--- config.mk ---
export PLATFORM = sky130hd
export DESIGN_NAME = fixed_partition_fit_allocator_flat
export DESIGN_NICKNAME = d
export VERILOG_FILES = /design/src/rtl/fpfa_pkg.sv /design/src/rtl/fpfa_req_if.sv /design/src/rtl/fpfa_rsp_if.sv /design/src/rtl/fpfa_ram.sv /design/src/rtl/fixed_partition_fit_allocator.sv /design/src/flat_wrapper.sv
export SDC_FILE = /design/constraint.sdc
export NUM_CORES = 1
export LEC_CHECK = 0
export ABC_CLOCK_PERIOD_IN_PS = 17000
export BUFFER_PORTS_ARGS = -buffer_cell sky130_fd_sc_hd__buf_4
export CAP_MARGIN = 0
export CORE_ASPECT_RATIO = 1.4
export CORE_UTILIZATION = 30
export CTS_BUF_LIST = sky130_fd_sc_hd__clkbuf_2
export CTS_CLUSTER_DIAMETER = 120
export CTS_CLUSTER_SIZE = 16
export DETAILED_ROUTE_END_ITERATION = 6
export SYNTH_ARGS = -nofsm -noshare
export SYNTH_HDL_FRONTEND = slang
export SYNTH_SLANG_ARGS = --single-unit
--- constraint.sdc ---
create_clock -name i_clk -period 17 [get_ports i_clk]
set_input_delay 3.4 -clock i_clk [delete_from_list [all_inputs] [get_ports i_clk]]
set_output_delay 3.4 -clock i_clk [all_outputs]
set_load 0.005 [all_outputs]
--- src/rtl/fpfa_pkg.sv ---
package fpfa_pkg;

    // table geometry
    localparam int MAX_PARTITIONS = 16;
    localparam int SIZE_BITS      = 16;
    localparam int IDX_W          = $clog2(MAX_PARTITIONS);
    localparam int CNT_W          = $clog2(MAX_PARTITIONS + 1);

    // configuration port
    localparam int FIT_MODE_W   = 2;
    localparam int PARTS_USE_W  = 5;
    localparam int CFG_DATA_W   = 5;

    typedef enum logic [0:0] {
        CFG_FIT_MODE     = 1'b0,
        CFG_PARTS_IN_USE = 1'b1
    } t_cfg_idx;

    // placement policy codes, any other code acts as first fit
    typedef enum logic [FIT_MODE_W-1:0] {
        FIT_FIRST = 2'd0,
        FIT_BEST  = 2'd1,
        FIT_WORST = 2'd2
    } t_fit_mode;

    // request opcodes
    typedef enum logic [0:0] {
        OP_LOAD  = 1'b0,
        OP_ALLOC = 1'b1
    } t_op;

    typedef enum logic [1:0] {
        ST_IDLE,
        ST_SCAN,
        ST_DONE
    } t_state;

endpackage

--- src/rtl/fpfa_req_if.sv ---
interface fpfa_req_if;
    import fpfa_pkg::*;

    logic                 valid;
    logic                 ready;
    logic                 op;
    logic [IDX_W-1:0]     partition_index;
    logic [SIZE_BITS-1:0] request_size;

    modport source (output valid, output op, output partition_index, output request_size,
                    input ready);
    modport sink (input valid, input op, input partition_index, input request_size,
                  output ready);
endinterface

--- src/rtl/fpfa_rsp_if.sv ---
interface fpfa_rsp_if;
    import fpfa_pkg::*;

    logic                 valid;
    logic                 ready;
    logic                 granted;
    logic [IDX_W-1:0]     chosen_index;
    logic [SIZE_BITS-1:0] chosen_size;
    logic [SIZE_BITS-1:0] fragment;

    modport source (output valid, output granted, output chosen_index, output chosen_size,
                    output fragment, input ready);
    modport sink (input valid, input granted, input chosen_index, input chosen_size,
                  input fragment, output ready);
endinterface

--- src/rtl/fpfa_ram.sv ---
module fpfa_ram #(
    parameter int WIDTH = 16,
    parameter int DEPTH = 16
) (
    input  logic                     i_clk,
    input  logic                     i_we,
    input  logic [$clog2(DEPTH)-1:0] i_waddr,
    input  logic [WIDTH-1:0]         i_wdata,
    input  logic                     i_re,
    input  logic [$clog2(DEPTH)-1:0] i_raddr,
    output logic [WIDTH-1:0]         o_rdata
);
    logic [WIDTH-1:0] r_mem [DEPTH];
    logic [WIDTH-1:0] r_rdata;

    // single write port, registered read port
    always_ff @(posedge i_clk) begin
        if (i_we) begin
            r_mem[i_waddr] <= i_wdata;
        end
        if (i_re) begin
            r_rdata <= r_mem[i_raddr];
        end
    end

    assign o_rdata = r_rdata;
endmodule

--- src/rtl/fixed_partition_fit_allocator.sv ---
// Load requests give no response; the block stays idle and is ready again next cycle.
// Allocation requests read one partition size from the size RAM per cycle, for each of
// partitions_in_use partitions, then pass one compare stage behind the last read and a
// commit into the response register; with none in use the scan is skipped and the
// commit follows the accept. The next request is taken once the commit returns the block
// to idle, and a stalled response holds the commit. One request is in work at a time.
// Reset (synchronous, active low) frees all partitions and reads all sizes as zero,
// sets fit mode to first fit and partitions in use to the table depth.
module fixed_partition_fit_allocator (
    input  logic                             i_clk,
    input  logic                             i_rst_n,
    input  logic                             i_cfg_we,
    input  fpfa_pkg::t_cfg_idx               i_cfg_idx,
    input  logic [fpfa_pkg::CFG_DATA_W-1:0]  i_cfg_data,
    fpfa_req_if.sink                         i_req_ch,
    fpfa_rsp_if.source                       o_rsp_ch
);
    import fpfa_pkg::*;

    t_state                  r_state, n_state;
    logic [FIT_MODE_W-1:0]   r_fit_mode;
    logic [PARTS_USE_W-1:0]  r_parts_in_use;
    logic [MAX_PARTITIONS-1:0] r_loaded;
    logic [MAX_PARTITIONS-1:0] r_alloc;

    logic [SIZE_BITS-1:0]    r_req_size;
    logic [CNT_W-1:0]        r_rd_cnt;
    logic                    r_dv;
    logic                    r_cmp_last;
    logic [IDX_W-1:0]        r_cmp_idx;
    logic                    r_found;
    logic [IDX_W-1:0]        r_best_idx;
    logic [SIZE_BITS-1:0]    r_best_size;
    logic [SIZE_BITS-1:0]    r_best_left;

    logic                    r_out_valid;
    logic                    r_out_granted;
    logic [IDX_W-1:0]        r_out_index;
    logic [SIZE_BITS-1:0]    r_out_size;
    logic [SIZE_BITS-1:0]    r_out_fragment;

    logic                    w_req_ready;
    logic                    w_accept;
    logic                    w_load;
    logic                    w_alloc;
    logic                    w_issue;
    logic                    w_out_load;
    logic [CNT_W-1:0]        w_limit;
    logic [SIZE_BITS-1:0]    w_rdata;
    logic [SIZE_BITS-1:0]    w_cur_size;
    logic [SIZE_BITS-1:0]    w_left;
    logic                    w_fits;
    logic                    w_take;

    // partitions considered, saturated to the table depth
    assign w_limit = (int'(r_parts_in_use) > MAX_PARTITIONS) ? CNT_W'(MAX_PARTITIONS)
                                                             : CNT_W'(r_parts_in_use);

    assign w_accept = i_req_ch.valid && w_req_ready;
    assign w_load   = w_accept && (i_req_ch.op == OP_LOAD);
    assign w_alloc  = w_accept && (i_req_ch.op == OP_ALLOC);

    // partition size table
    fpfa_ram #(
        .WIDTH (SIZE_BITS),
        .DEPTH (MAX_PARTITIONS)
    ) u_size_ram (
        .i_clk   (i_clk),
        .i_we    (w_load),
        .i_waddr (i_req_ch.partition_index),
        .i_wdata (i_req_ch.request_size),
        .i_re    (w_issue),
        .i_raddr (r_rd_cnt[IDX_W-1:0]),
        .o_rdata (w_rdata)
    );

    // state register
    always_ff @(posedge i_clk) begin
        if (!i_rst_n) begin
            r_state <= ST_IDLE;
        end else begin
            r_state <= n_state;
        end
    end

    // next state and control
    always_comb begin
        n_state     = r_state;
        w_req_ready = 1'b0;
        w_issue     = 1'b0;
        w_out_load  = 1'b0;
        unique case (r_state)
            ST_IDLE: begin
                w_req_ready = 1'b1;
                if (i_req_ch.valid && (i_req_ch.op == OP_ALLOC)) begin
                    n_state = (w_limit == '0) ? ST_DONE : ST_SCAN;
                end
            end
            ST_SCAN: begin
                w_issue = (r_rd_cnt < w_limit);
                if (r_dv && r_cmp_last) begin
                    n_state = ST_DONE;
                end
            end
            ST_DONE: begin
                if (!r_out_valid || o_rsp_ch.ready) begin
                    w_out_load = 1'b1;
                    n_state    = ST_IDLE;
                end
            end
            default: n_state = ST_IDLE;
        endcase
    end

    assign i_req_ch.ready = w_req_ready;

    // configuration registers
    always_ff @(posedge i_clk) begin
        if (!i_rst_n) begin
            r_fit_mode     <= FIT_FIRST;
            r_parts_in_use <= PARTS_USE_W'(MAX_PARTITIONS);
        end else if (i_cfg_we) begin
            unique case (i_cfg_idx)
                CFG_FIT_MODE:     r_fit_mode     <= i_cfg_data[FIT_MODE_W-1:0];
                CFG_PARTS_IN_USE: r_parts_in_use <= i_cfg_data[PARTS_USE_W-1:0];
                default: ;
            endcase
        end
    end

    // per-partition loaded and allocated flags
    always_ff @(posedge i_clk) begin
        if (!i_rst_n) begin
            r_loaded <= '0;
            r_alloc  <= '0;
        end else begin
            if (w_load) begin
                r_loaded[i_req_ch.partition_index] <= 1'b1;
                r_alloc[i_req_ch.partition_index]  <= 1'b0;
            end
            if (w_out_load && r_found) begin
                r_alloc[r_best_idx] <= 1'b1;
            end
        end
    end

    // compare stage on the size read back from the table
    assign w_cur_size = r_loaded[r_cmp_idx] ? w_rdata : '0;
    assign w_fits     = !r_alloc[r_cmp_idx] && (w_cur_size >= r_req_size);
    assign w_left     = w_cur_size - r_req_size;
    assign w_take     = w_fits && (!r_found
                        || ((r_fit_mode == FIT_BEST)  && (w_left < r_best_left))
                        || ((r_fit_mode == FIT_WORST) && (w_left > r_best_left)));

    // scan counter and read pipeline control
    always_ff @(posedge i_clk) begin
        if (!i_rst_n) begin
            r_rd_cnt   <= '0;
            r_dv       <= 1'b0;
            r_cmp_last <= 1'b0;
            r_found    <= 1'b0;
        end else begin
            r_dv <= w_issue;
            if (w_alloc) begin
                r_rd_cnt <= '0;
                r_found  <= 1'b0;
            end else if (w_issue) begin
                r_rd_cnt   <= r_rd_cnt + 1'b1;
                r_cmp_last <= ((r_rd_cnt + 1'b1) == w_limit);
            end
            if (r_dv && w_take) begin
                r_found <= 1'b1;
            end
        end
    end

    // scan payload
    always_ff @(posedge i_clk) begin
        if (w_alloc) begin
            r_req_size <= i_req_ch.request_size;
        end
        if (w_issue) begin
            r_cmp_idx <= r_rd_cnt[IDX_W-1:0];
        end
        if (r_dv && w_take) begin
            r_best_idx  <= r_cmp_idx;
            r_best_size <= w_cur_size;
            r_best_left <= w_left;
        end
    end

    // response register
    always_ff @(posedge i_clk) begin
        if (!i_rst_n) begin
            r_out_valid <= 1'b0;
        end else if (w_out_load) begin
            r_out_valid <= 1'b1;
        end else if (o_rsp_ch.ready) begin
            r_out_valid <= 1'b0;
        end
    end

    always_ff @(posedge i_clk) begin
        if (w_out_load) begin
            r_out_granted  <= r_found;
            r_out_index    <= r_found ? r_best_idx  : '0;
            r_out_size     <= r_found ? r_best_size : '0;
            r_out_fragment <= r_found ? r_best_left : '0;
        end
    end

    assign o_rsp_ch.valid        = r_out_valid;
    assign o_rsp_ch.granted      = r_out_granted;
    assign o_rsp_ch.chosen_index = r_out_index;
    assign o_rsp_ch.chosen_size  = r_out_size;
    assign o_rsp_ch.fragment     = r_out_fragment;
endmodule

--- src/flat_wrapper.sv ---
// flat-port wrapper written by rule: the top's interface ports become plain ports
module fixed_partition_fit_allocator_flat import fpfa_pkg::*;
  (i_clk, i_rst_n, i_cfg_we, i_cfg_idx, i_cfg_data, i_req_ch_valid, i_req_ch_op, i_req_ch_partition_index, i_req_ch_request_size, i_req_ch_ready, o_rsp_ch_valid, o_rsp_ch_granted, o_rsp_ch_chosen_index, o_rsp_ch_chosen_size, o_rsp_ch_fragment, o_rsp_ch_ready);
  fpfa_req_if i_req_ch_i ();
  fpfa_rsp_if o_rsp_ch_i ();
  input  logic i_clk;
  input  logic i_rst_n;
  input  logic i_cfg_we;
  input  fpfa_pkg::t_cfg_idx i_cfg_idx;
  input  logic [fpfa_pkg::CFG_DATA_W-1:0] i_cfg_data;
  input wire logic [$bits(i_req_ch_i.valid)-1:0] i_req_ch_valid;
  input wire logic [$bits(i_req_ch_i.op)-1:0] i_req_ch_op;
  input wire logic [$bits(i_req_ch_i.partition_index)-1:0] i_req_ch_partition_index;
  input wire logic [$bits(i_req_ch_i.request_size)-1:0] i_req_ch_request_size;
  output wire logic [$bits(i_req_ch_i.ready)-1:0] i_req_ch_ready;
  output wire logic [$bits(o_rsp_ch_i.valid)-1:0] o_rsp_ch_valid;
  output wire logic [$bits(o_rsp_ch_i.granted)-1:0] o_rsp_ch_granted;
  output wire logic [$bits(o_rsp_ch_i.chosen_index)-1:0] o_rsp_ch_chosen_index;
  output wire logic [$bits(o_rsp_ch_i.chosen_size)-1:0] o_rsp_ch_chosen_size;
  output wire logic [$bits(o_rsp_ch_i.fragment)-1:0] o_rsp_ch_fragment;
  input wire logic [$bits(o_rsp_ch_i.ready)-1:0] o_rsp_ch_ready;
  assign i_req_ch_i.valid = i_req_ch_valid;
  assign i_req_ch_i.op = i_req_ch_op;
  assign i_req_ch_i.partition_index = i_req_ch_partition_index;
  assign i_req_ch_i.request_size = i_req_ch_request_size;
  assign i_req_ch_ready = i_req_ch_i.ready;
  assign o_rsp_ch_valid = o_rsp_ch_i.valid;
  assign o_rsp_ch_granted = o_rsp_ch_i.granted;
  assign o_rsp_ch_chosen_index = o_rsp_ch_i.chosen_index;
  assign o_rsp_ch_chosen_size = o_rsp_ch_i.chosen_size;
  assign o_rsp_ch_fragment = o_rsp_ch_i.fragment;
  assign o_rsp_ch_i.ready = o_rsp_ch_ready;
  fixed_partition_fit_allocator u_core (.i_clk(i_clk), .i_rst_n(i_rst_n), .i_cfg_we(i_cfg_we), .i_cfg_idx(i_cfg_idx), .i_cfg_data(i_cfg_data), .i_req_ch(i_req_ch_i), .o_rsp_ch(o_rsp_ch_i));
endmodule
## After elaboration in Yosys (flattened, before gate mapping)

Memories as Yosys holds them, arrays and structs flattened. A register that Yosys moved wholly into a read port is not among the register bits.
Index checks and enable logic that the tools add are counted.
Widths: inputs -> output; s select.

- Register bits: 143
- RAM bits: 256
- Bits of input ports: 32
- Output and inout port bits: 39
- Word-level logic and storage cells: 104
- Memories kept: 1

Memories:

| memory | depth | bits a word | rd ports | clocked after Yosys merged registers in | wr ports | line | source |
|---|---|---|---|---|---|---|---|
| u_core.u_size_ram.r_mem | 16 | 16 | 1 | 1 | 1 | fpfa_ram.sv:13 | `logic [WIDTH-1:0] r_mem [DEPTH];` |

- Add/subtract/negate cells: 2
- Magnitude comparators: 10
- Eq/ne operators: 8
- Multiplexer cells: 28
- Bitwise operators: 8
- Reduce and logical (&&, ||, !) cells: 28

Operators by type and width:

| cell | count |
|---|---|
| $mux 16 | 4 |
| $or 16x16->16 | 2 |
| $and 16x16->16 | 1 |
| $ge 16x16->1 | 1 |
| $gt 16x16->1 | 1 |
| $lt 16x16->1 | 1 |
| $not 16->16 | 1 |
| $sub 16x16->16 | 1 |
| $lt 4x5->1 const B | 3 |
| $mux 1 | 14 |
| $logic_and 1x1->1 | 13 |
| $bmux 1 s4 | 2 |
| $demux 1 s4 | 2 |
| $ge 4x1->1 const B | 2 |
| $mux 2 | 4 |
| $ne 2x1->1 const B | 3 |
| $pmux 2 s3 | 1 |
| $reduce_and 2->1 | 3 |
| $add 5x1->5 const B | 1 |
| $eq 5x5->1 | 1 |
| $gt 5x5->1 const B | 1 |
| $logic_not 5->1 | 1 |
| $lt 5x5->1 | 1 |
| $mux 5 | 1 |
| 9 further kinds | 19 |

## Depth between registers and ports, before layout

Gate-level depths: netlist of run 1.

- Depth in word-level cells: 11
- Depth in mapped cells: 21

## By module

A second synthesis of run 1 with hierarchy kept.

- Cells, all modules: 1,047
- Area total of the unflattened synthesis: 17,032.6 um^2

Modules (own cells, without submodules):

| module | times used | cells each | area each (um^2) | sequential area each (um^2) |
|---|---|---|---|---|
| fpfa_ram | 1 | 432 | 10,202.3 | 8,167.8 |
| fixed_partition_fit_allocator | 1 | 615 | 6,830.3 | 3,793.6 |

## Least setup slack after synthesis of run 1

No wires, ideal clock.

- Path kind: reg-to-reg
- Start point: reg u_core.r_cmp_idx[0]
- End point: reg u_core.r_best_idx[0] (enable)
- Arrival time: 6.804 ns
- Required time: 16.568 ns
- Setup slack: 9.764 ns
- Cell stages (with the launch flop): 20
- Path buffers: 2
- Cell sequence: edfxtp_1 > buf_2 > mux4_2 > mux4_2 > clkbuf_1 > nand2_1 > ha_1 > inv_1 > fa_1 > a21o_1 > a221oi_1 > o21ai_0 > a31oi_1 > nand3_1 > o311ai_0 > ha_1 > a21o_1 > a211o_1 > or4_4 > a311oi_2

- Cells in the longest elaborated chain, start to end: 10

RTL lines:

| what | line | source |
|---|---|---|
| from (decl) | fixed_partition_fit_allocator.sv:30 | `logic [IDX_W-1:0] r_cmp_idx;` |
| from (signal assigned) | fixed_partition_fit_allocator.sv:183 | `r_cmp_idx <= r_rd_cnt[IDX_W-1:0];` |
| $bmux 1 s4 * | fixed_partition_fit_allocator.sv:148 | `assign w_cur_size = r_loaded[r_cmp_idx] ? w_rdata : '0;` |
| $mux 1 (not written as such) * | fixed_partition_fit_allocator.sv:148 |  |
| $mux 16 * | fixed_partition_fit_allocator.sv:148 |  |
| $sub 16x16->16 * | fixed_partition_fit_allocator.sv:150 | `assign w_left = w_cur_size - r_req_size;` |
| named net u_core.w_left[14] | fixed_partition_fit_allocator.sv:51 | `logic [SIZE_BITS-1:0] w_left;` |
| $lt 16x16->1 | fixed_partition_fit_allocator.sv:152 | `\|\| ((r_fit_mode == FIT_BEST) && (w_left < r_best_left))` |
| $logic_and 1x1->1 | fixed_partition_fit_allocator.sv:152 |  |
| $logic_or 1x1->1 | fixed_partition_fit_allocator.sv:152 |  |
| $logic_or 1x1->1 * | fixed_partition_fit_allocator.sv:153 | `\|\| ((r_fit_mode == FIT_WORST) && (w_left > r_best_left)));` |
| $logic_and 1x1->1 * | fixed_partition_fit_allocator.sv:151 | `assign w_take = w_fits && (!r_found` |
| $logic_and 1x1->1 * | fixed_partition_fit_allocator.sv:185 | `if (r_dv && w_take) begin` |
| to (signal assigned) | fixed_partition_fit_allocator.sv:186 | `r_best_idx <= r_cmp_idx;` |
| to (decl) | fixed_partition_fit_allocator.sv:32 | `logic [IDX_W-1:0] r_best_idx;` |

The timed path passes the listed nets; every way through them passes the cells marked *. The select of a mux whose other input is x is not followed.
A chain may end at the register's enable or synchronous reset.

## Worst setup path after layout of run 1

- Start point: reg u_core.r_cmp_idx[0]
- End point: reg u_core.r_best_size[0] (enable)

- Cells in the longest elaborated chain, start to end: 10

RTL lines:

| what | line | source |
|---|---|---|
| $bmux 1 s4 * | fixed_partition_fit_allocator.sv:148 |  |
| $mux 1 (not written as such) * | fixed_partition_fit_allocator.sv:148 |  |
| $mux 16 * | fixed_partition_fit_allocator.sv:148 |  |
| $sub 16x16->16 * | fixed_partition_fit_allocator.sv:150 |  |
| named net u_core.w_left[14] | fixed_partition_fit_allocator.sv:51 |  |
| $lt 16x16->1 | fixed_partition_fit_allocator.sv:152 |  |
| $logic_and 1x1->1 | fixed_partition_fit_allocator.sv:152 |  |
| $logic_or 1x1->1 | fixed_partition_fit_allocator.sv:152 |  |
| $logic_or 1x1->1 * | fixed_partition_fit_allocator.sv:153 |  |
| $logic_and 1x1->1 * | fixed_partition_fit_allocator.sv:151 |  |
| $logic_and 1x1->1 * | fixed_partition_fit_allocator.sv:185 |  |
| to (signal assigned) | fixed_partition_fit_allocator.sv:187 | `r_best_size <= w_cur_size;` |
| to (decl) | fixed_partition_fit_allocator.sv:33 | `logic [SIZE_BITS-1:0] r_best_size;` |

Marks and branches as above.

==> flow_metrics.tcl, run 1 <==
set metrics [dict create \
    cts_tree "yes" \
    grt_pass1_wl_microns 54600 \
    arrival_ns 7.72 \
    wl_per_cell_microns 20.0 \
    antenna_found_initial 3 \
    grt-ovfl-total 0 \
    cap_violations 0 \
    ir_worst_vdd_mv 0.0411 \
    power_density_mw_per_mm2 84.2 \
    yosysSeqAreaShare_pct 70.6 \
    end_kind "flop" \
    combPwrFrac_pct 5.6 \
    async_flop_share_pct 0 \
    synth_seq_cells 415 \
    yosysWarningCount 0 \
    root_buffer "clkbuf_2" \
    outcome "finished clean" \
    clock_path_buffers 3 \
    cts_setup_buffers 0 \
    worst-endpoint-required_ns 17.68 \
    synth_top_area_share_pct 64.7 \
    crit_type "flop to flop" \
    drc_errors 0 \
    htreeDepth 1 \
    drive_gt1_share_pct 22.5 \
    worstMarginPinSlew_ns 1.02 \
    p_sw_mw 0.350 \
    gp_congestion 0.815 \
    io_pins 71 \
    netlist-cell-type-count 56 \
    dr.pass1.iters 6 \
    totalWireLength_microns 36100 \
    p_total_mw 1.57 \
    avgSynthCellArea_sq_um 17.3 \
    clk_latency_ns 1.04 \
    ant_nets 0 \
    io_buffer_count 70 \
    die_w_microns 203 \
    dieHeight_microns 283 \
    syn_area_sq_mm 0.0170 \
    synth_fp_nets 1053 \
    start_util_pct 30.5 \
    whs_ns 0.494 \
    fillers 5284 \
    cts_buffers 29 \
    slew_headroom_pct 32.2 \
    finClkSkew_ns 0.0729 \
    core_area_sq_mm 0.0555 \
    postSynthCellCount 982 \
    syn2layout_area_growth_pct 10.3 \
    multi_input_area_sq_mm 0.00473 \
    hold_path_class "flop to flop" \
    post-route-period-util_pct 41.5 \
    start_kind "flop" \
    viasPerCell 4.79 \
    cts_sinks 415 \
    rsz0062_at_grt "no" \
    hold_buffers 0 \
    vias 8665 \
    rows 102 \
    synth_top_cells_by_area "edfxtp_1 (65%), mux4_2 (12%), dfxtp_1 (5.9%)" \
    dp_hpwl_microns 22700 \
    nNetsFinal 1141 \
    slew_viol_final 0 \
    grt_util_all_layers_pct 12.5 \
    grt_max_degree 65 \
    hold_viol 0 \
    p_int_mw 1.22 \
    fin_setup_tns_ns 0 \
    period_minus_slack_ns 7.05 \
    p_leak_nw 6.13 \
    max_freq_ghz 0.142 \
    synth_largest_area_cell "edfxtp_1" \
    switching_share_pct 22.2 \
    ys.flop_type "edfxtp_1" \
    clk_pin_slew_ns 0.30 \
    mostFrequentLayoutCell "edfxtp_1" \
    layout_common_cells "edfxtp_1 (365), buf_4 (95), mux4_2 (89)" \
    pwr-share-clk_pct 22.7 \
    drtIter0Drc 508 \
    finalSetupViolCount 0 \
    die_area_sq_mm 0.0575 \
    seq_area_sq_mm 0.0120 \
    seqPwrFrac_pct 71.6 \
    synth-edff-count 365 \
    grt_pass1_vias 8949 \
    worstPathMaxFanout 32 \
    cts.repair.resized 0 \
]
-- logic make-up after synthesis --
family          Yosys count  synth area share (%)
buf+inv                  81                  1.84
flops                   415                  70.6
fa+ha+maj                39                  2.92
compound gates          130                  5.06
simple gates            209                  6.78
mux                      93                  12.1
xor+xnor                 15                 0.775
-- layer usage --
layer	up-vias	wire length (microns)	GRT usage (%)	share of wire (%)
met3	43	1400	1.78	3.9
met5	-	13	0	0.036
met4	2	808	3.80	2.2
met1	4445	13800	14.0	38
met2	169	20100	24.1	56
li1	4006	-	-	-
-- path summary, 6_finish.rpt --
kind / from / end / slack [ns] / cells past startpoint
setup / recovery: u_core.r_cmp_idx[0]$_DFFE_PP_ / u_core.r_best_size[0]$_DFFE_PP_ / 9.95 / 19
hold / removal: u_core.r_cmp_last$_SDFFE_PN0P_ / u_core.r_cmp_last$_SDFFE_PN0P_ / 0.49 / 2
setup reg to reg: u_core.r_cmp_idx[0]$_DFFE_PP_ / u_core.r_best_size[0]$_DFFE_PP_ / 9.95 / 19
hold reg to reg: u_core.r_cmp_last$_SDFFE_PN0P_ / u_core.r_cmp_last$_SDFFE_PN0P_ / 0.49 / 2
-- layout make-up --
type	instances	share of cell area (%)
Tap cell	728	4.87
Clock buffer	39	1.04
Antenna cell	2	0.0268
Inverter	43	0.863
Clock inverter	2	0.114
Multi-Input combinational cell	486	25.3
Timing Repair Buffer	95	3.81
Sequential cell	415	64.0
-- power groups by stage --
stage          logic, mW  registers [mW]  clock network (mW)
3_3_place_gp      0.0881            1.15                   0
4_1_cts           0.0907            1.13               0.377
2_1_floorplan     0.0564            1.15                   0
5_1_grt           0.0974            1.13               0.406
6_report          0.0887            1.13               0.358
3_5_place_dp      0.0906            1.15                   0
-- metrics by stage --
| step | std cells | utilization, % | instance area, sq um | setup WS (ns) |
|---|---|---|---|---|
| after floorplan | 982 | - | 17000 | 9.76 |
| after global placement | 1767 | 33.3 | 18500 | 10.09 |
| after detailed placement | 1767 | 33.3 | 18500 | 9.92 |
| after CTS | 1808 | 33.7 | 18700 | 9.89 |
| after global routing | 1810 | 33.7 | 18700 | 9.44 |
| final | 1810 | 33.7 | 18700 | 9.95 |
-- flip-flops by register name, indices dropped and copies added, names as in the netlist, 16 cells and up --
register,count
u_core.u_size_ram.r_mem,256
u_core.o_rsp_ch.chosen_size,16
u_core.o_rsp_ch.fragment,16
u_core.r_alloc,16
u_core.r_best_left,16
u_core.r_best_size,16
u_core.r_loaded,16
u_core.r_req_size,16
u_core.u_size_ram.o_rdata,16
-- synth_stat cells, drive strengths merged, types with 3 or more instances --
cell,instances
and2,60
ha,38
clkbuf,29
a211oi,3
a31oi,3
nor3,8
a21o,6
mux4,89
inv,43
mux2i,3
xnor2,13
o21ai,35
dfxtp,50
a21boi,13
o21a,21
o22ai,3
nand3,28
nand3b,4
nand2,31
edfxtp,365
buf,9
nor2b,13
o31ai,5
a21oi,22
and3,3
or4,4
nand2b,14
nor2,32
-- worst max-delay path, stage by stage, from the launching register on --
cell and delay, ns:
edfxtp_1 0.74, mux4_2 0.57, mux4_2 0.63, nand2_1 0.15, ha_1 0.18, inv_1 0.06, fa_1 0.45, a21o_1 0.21
a221oi_1 0.52, o21ai_0 0.29, a31oi_1 0.35, nand3_1 0.12, o311ai_0 0.17, ha_1 0.34, nand4_1 0.14, a21oi_1 0.06
a211o_1 0.29, or4_4 0.54, a311oi_4 0.45, buf_4 0.45
Power figures use the tool's default switching activity.
==> inputs of run 2 (changes only) <==
- ABC_CLOCK_PERIOD_IN_PS: 17000 -> 6600
- clock period: 17 -> 6.6 ns (I/O delays scaled with it)
==> run 2 against run 1 <==
  * Combinational power grew to 2.6 times the previous value
  * Clock power grew to 2.5 times the previous value
  * Global-route usage grew 0.36 points
  * Wire length grew 1.3%
  * Die area is the same
  * Via count grew 0.58%
  * Critical path type unchanged
  * Largest power group unchanged
==> flow_metrics.tcl, run 2 (synthesis gave the netlist of run 1 again) <==
set metrics [dict create \
    seqPwrFrac_pct 72.0 \
    start_util_pct 30.5 \
    min_to "u_core.r_cmp_last$_SDFFE_PN0P_" \
    clk_pin_slew_ns 0.31 \
    end_kind "flop" \
    slowest_delay_ns 0.53 \
    start_kind "flop" \
    rows 102 \
    cts_buffers 29 \
    wl_per_cell_microns 20.2 \
    regToRegStartpoint "u_core.r_cmp_idx[0]$_DFFE_PP_" \
    dieHeight_microns 283 \
    wl_met3_microns 1370 \
    ir_worst_vdd_mv 0.106 \
    crit_type "flop to flop" \
    pwr-share-clk_pct 22.4 \
    root_buffer "clkbuf_2" \
    gp_congestion 0.873 \
    critPathTopFamily "compound AO/OA/AOI/OAI gates" \
    post-route-period-util_pct 93.3 \
    cts_tree "yes" \
    hold_path_class "flop to flop" \
    grt_max_degree 69 \
    worst-endpoint-required_ns 7.32 \
    period_minus_slack_ns 6.16 \
    hold_path_startpoint "u_core.r_cmp_last$_SDFFE_PN0P_" \
    drive_gt1_share_pct 23.1 \
    drtIter0Drc 452 \
    grt_util_all_layers_pct 12.9 \
    crit_top_cell "buf_4" \
    clock_path_buffers 3 \
    p_sw_mw 0.899 \
    max_freq_ghz 0.162 \
    m1WireLength_microns 14400 \
    crit_path_top_delay_cell "or4_4" \
    fin_setup_tns_ns 0 \
    htreeDepth 1 \
    grt_pass1_wl_microns 56300 \
    grt_pass1_vias 9234 \
    whs_path_depth 2 \
    die_area_sq_mm 0.0575 \
    switching_share_pct 22.3 \
    vias 8715 \
    power_density_mw_per_mm2 216 \
    topRoutingLayerUsed "met5" \
    slew_headroom_pct 27.7 \
    worstMarginPinSlew_ns 1.08 \
    dr.pass1.iters 5 \
    p_leak_nw 6.15 \
    core_area_sq_mm 0.0555 \
    utilization_pct 33.7 \
    nNetsFinal 1145 \
    worst-path-buf-inv 3 \
    finClkSkew_ns 0.0607 \
    mostFrequentLayoutCell "edfxtp_1" \
    die_w_microns 203 \
    syn2layout_area_growth_pct 10.5 \
    clk_latency_ns 1.02 \
    cp-startpoint "u_core.r_cmp_idx[0]$_DFFE_PP_" \
    cap_violations 0 \
    antenna_found_initial 4 \
    totalWireLength_microns 36600 \
    dp_hpwl_microns 23200 \
    worstPathMaxFanout 15 \
    finalSetupViolCount 0 \
    combPwrFrac_pct 5.6 \
    hold_buffers 0 \
    arrival_ns 6.88 \
    top_register "u_core.u_size_ram.r_mem" \
    outcome "finished clean" \
    io_buffer_count 70 \
    cts_sinks 415 \
    crit_chain "buf_4, mux4_2, mux4_2, buf_4, and2_1, fa_1, a21o_1, a221oi_2, o21ai_1, a31oi_2, nand3_1, o311ai_0, ha_1, nand4_1, a21oi_1, a211o_1, or4_4, a311oi_4, buf_4" \
    rsz0062_at_grt "no" \
    layout_common_cells "edfxtp_1 (365), buf_4 (99), mux4_2 (89)" \
    reg2reg_slack_ns 0.44 \
    p_int_mw 3.14 \
    viasPerCell 4.80 \
    ant_nets 0 \
    io_pins 71 \
    reg2reg_to "u_core.r_best_size[10]$_DFFE_PP_" \
    wl_met2_microns 19800 \
    drc_errors 0 \
    slew_viol_final 0 \
    rr_worst_depth 19 \
    grt-ovfl-total 0 \
    largest_register_ffs 256 \
    hold_viol 0 \
]
## run 2: how the worst max path moves through the flow
stage                                             to  slack [ns]  cells past startpoint
finish              u_core.r_best_size[10]$_DFFE_PP_        0.44                     19
global route        u_core.r_best_size[10]$_DFFE_PP_        0.07                     19
CTS                  u_core.r_best_size[0]$_DFFE_PP_        0.23                     18
detailed placement    u_core.r_best_idx[3]$_DFFE_PP_        0.26                     18
global placement      u_core.r_best_idx[0]$_DFFE_PP_        0.46                     18
floorplan             u_core.r_best_idx[0]$_DFFE_PP_         0.1                     19
## run 2: cell type report
type / instances / area [sq um]
multi-input combinational: 486 / 4740
timing repair buffer: 99 / 743
clock buffer: 41 / 205
tap: 728 / 911
sequential: 415 / 12000
inverter: 43 / 161
antenna: 2 / 5.00
fill: 5342 / 36800
## run 2: timing repair
| item | 4_1_cts | 5_1_grt |
|---|---|---|
| buffers inserted | 0 | 1 |
| resized for setup | 0 | 2 |
| endpoints found under the setup margin | 0 | 33 |
## run 2: per-stage QoR
| step | total power [mW] | cells | setup WS [ns] | cell area, sq um | hold slack (ns) |
|---|---|---|---|---|---|
| floorplan | 3.10 | 982 | 0.0998 | 17000 | 0.421 |
| global placement | 3.19 | 1770 | 0.463 | 18500 | 0.446 |
| detailed placement | 3.20 | 1770 | 0.262 | 18500 | 0.449 |
| CTS | 4.10 | 1811 | 0.232 | 18700 | 0.435 |
| global route | 4.19 | 1814 | 0.0744 | 18700 | 0.420 |
| finish | 4.04 | 1814 | 0.444 | 18700 | 0.492 |
## run 2: tightest hold or removal path, cell delays in order (launching register included)
cell	delay, ns
dfxtp_1	0.38
nand2_1	0.05
o22ai_1	0.06
## run 2: metal layers
metal  track usage (%)  up-vias
met3              1.97       64
li1                  -     4009
met4              4.15        4
met5                 0        -
met2              24.2      149
met1              14.8     4489
## run 2: power by group through the flow
stage | combinational (mW) | clock [mW] | sequential [mW]
after floorplan | 0.146 | 0 | 2.95
after global placement | 0.224 | 0 | 2.97
after detailed placement | 0.230 | 0 | 2.97
after CTS | 0.230 | 0.954 | 2.91
after global routing | 0.249 | 1.03 | 2.92
final | 0.227 | 0.905 | 2.91
==> inputs of run 3 (changes only) <==
- PLACE_DENSITY: default -> 0.45
- SYNTH_HIERARCHICAL: default -> 1
==> run 3 against run 2 <==
  * Power is 4.0% higher
  * Clock skew rose by 0.022 ns
  * Largest power group unchanged
  * Area after synthesis grew 0.47%
  * Worst setup slack gained 0.16 ns
  * Final cell count grew 4.2%
  * Sequential share of layout area is 0.30 points lower
  * Via count increased by 2.8%
  * Flip-flop and latch count stayed put
  * Maximum frequency rose by 2.7%
  * Register-to-register slack improved by 0.16 ns
  * Critical endpoint is now u_core/r_best_idx[2]$_DFFE_PP_
  * Die area is 0.47% higher
==> flow_metrics.tcl, run 3 <==
set metrics [dict create \
    outcome "finished clean" \
    hold_viol 0 \
    cts_sinks 415 \
    wl_per_cell_microns 20.7 \
    crit_type "flop to flop" \
    yosysWarningCount 6 \
    antenna_found_initial 3 \
    ant_nets 0 \
    postSynthCellCount 1047 \
    synth_largest_area_cell "edfxtp_1" \
    start_kind "flop" \
    syn2layout_area_growth_pct 10.5 \
    drive_gt1_share_pct 20.9 \
    finClkSkew_ns 0.0829 \
    synth-edff-count 365 \
    die_area_sq_mm 0.0577 \
    clk_pin_slew_ns 0.32 \
    cap_violations 0 \
    synth_top_cells_by_area "edfxtp_1 (64%), mux4_2 (8.1%), dfxtp_1 (5.9%)" \
    synth_fp_nets 1118 \
    worstMarginPinSlew_ns 1.20 \
    setup_slack_ns 0.607 \
    viasPerCell 4.74 \
    vias 8959 \
    cts_tree "yes" \
    slowest_delay_ns 0.65 \
    root_buffer "clkbuf_2" \
    async_flop_share_pct 0 \
    yosysSeqAreaShare_pct 70.2 \
    top_register "u_core/u_size_ram/r_mem" \
    finalSetupViolCount 0 \
    grt_max_degree 63 \
    cts_setup_buffers 0 \
    fillers 5516 \
    layout_common_cells "edfxtp_1 (365), buf_4 (103), nor2_1 (66)" \
    fin_setup_tns_ns 0 \
    dieHeight_microns 284 \
    p_total_mw 4.20 \
    drc_errors 0 \
    end_kind "flop" \
    netlist-cell-type-count 57 \
    worst-endpoint-required_ns 7.36 \
    drtIter0Drc 482 \
    avgSynthCellArea_sq_um 16.3 \
    htreeDepth 1 \
    synth_most_common_cell "edfxtp_1" \
    power_density_mw_per_mm2 223 \
    slew_headroom_pct 19.6 \
    utilization_pct 33.5 \
    io_buffer_count 70 \
    arrival_ns 6.75 \
    synth_seq_cells 415 \
    rows 103 \
    period_minus_slack_ns 5.99 \
    crit_path_top_delay_cell "mux4_2" \
    core_area_sq_mm 0.0562 \
    clk_latency_ns 1.10 \
    clock_path_buffers 3 \
    p_leak_nw 6.21 \
    grt_pass1_vias 9397 \
    nNetsFinal 1213 \
    die_w_microns 203 \
    synth_top_area_share_pct 64.4 \
    io_pins 71 \
    crit_chain "mux4_2, mux4_2, and2_4, ha_1, nor2b_1, o211ai_1, a211o_1, nand3_1, a221oi_1, xnor2_1, ha_1, nand4_1, nor4_1, a21boi_0, nand4b_1, mux2i_1, nor2_4" \
    rsz0062_at_grt "no" \
    largest_register_ffs 256 \
    slew_viol_final 0 \
    gp_congestion 0.767 \
    totalWireLength_microns 39100 \
    syn_area_sq_mm 0.0170 \
    grt_pass1_wl_microns 59600 \
    mostFrequentLayoutCell "edfxtp_1" \
    ys_top_cells_by_count "edfxtp_1 (365), nor2_1 (77), mux4_2 (61)" \
    cts_buffers 29 \
    dr.pass1.iters 4 \
    max_freq_ghz 0.167 \
    ir_worst_vdd_mv 0.115 \
    dp_hpwl_microns 24900 \
    hold_path_class "input pin to flop" \
    grt_util_all_layers_pct 13.7 \
    hold_buffers 0 \
    ys.flop_type "edfxtp_1" \
    cts.repair.resized 0 \
    grt-ovfl-total 0 \
    start_util_pct 30.3 \
    dpl_worst_slack_ns 0.314 \
    post-route-period-util_pct 90.8 \
    worstPathMaxFanout 18 \
]
==> run 3: cell types whose count changed after synthesis, sizes merged, moves of 11 or more <==
cell | before | now
a22oi | 0 | 32
nor2 | 32 | 77
mux4 | 89 | 73
nand2 | 31 | 52
a21oi | 22 | 46
a21boi | 13 | 2
o21a | 21 | 8
==> run 3: metrics by stage <==
stage,cell area [sq um],std cells,hold WS (ns)
after floorplan,17000,1047,0.424
after global placement,18600,1845,0.454
after detailed placement,18600,1845,0.466
after CTS,18800,1885,0.288
after global routing,18800,1887,0.293
final,18800,1890,0.429
==> run 3: layer usage <==
layer	share of wire (%)	GRT usage, %	vias to the layer above	wire, microns
li1	-	-	4210	-
met1	42	16.8	4573	16400
met2	53	25.2	124	20800
met3	2.7	1.40	50	1050
met4	2.0	3.59	2	796
met5	0.031	0	-	12
==> run 3: cells by family after synthesis <==
logic type | after synthesis | share of synthesized area (%)
flops | 415 | 70.2
xor+xnor | 19 | 0.977
compound gates | 138 | 5.05
simple gates | 277 | 8.45
fa+ha+maj | 39 | 2.91
buf+inv | 80 | 2.12
mux | 79 | 10.3
==> run 3: final cells by class <==
cell class	instances	area, sq um	area share [%]
inverters	40	150	0.798
multi-input cells	553	4790	25.4
clock buffers	39	195	1.04
well taps	735	920	4.89
clock inverters	1	17.5	0.0931
flip-flops and latches	415	12000	63.6
repair buffers	103	773	4.11
diodes	4	10.0	0.0532
==> run 3: critical path, delay by kind of cell (launching register included) <==
kind            cells  cell delay, ns
compound gates      4            1.14
xor+xnor            1            0.14
fa+ha+maj           2            0.60
flops               1            0.63
mux                 3            1.76
simple gates        7            1.42
==> run 3: power breakdown <==
| part | switching [mW] | internal (mW) |
|---|---|---|
| registers | 0.0253 | 2.91 |
| clock network | 0.778 | 0.171 |
| logic | 0.184 | 0.135 |
==> run 3: final timing paths <==
kind / startpoint / endpoint / slack, ns / cells past startpoint
worst max-delay path: u_core/r_cmp_idx[0]$_DFFE_PP_ / u_core/r_best_idx[2]$_DFFE_PP_ / 0.61 / 17
worst min-delay path: i_rst_n / u_core/r_parts_in_use[4]$_SDFFE_PN1P_ / 0.43 / 2
worst min register to register: u_core/r_alloc[10]$_SDFF_PN0_ / u_core/r_alloc[10]$_SDFF_PN0_ / 0.49 / 2
worst max register to register: u_core/r_cmp_idx[0]$_DFFE_PP_ / u_core/r_best_idx[2]$_DFFE_PP_ / 0.61 / 17
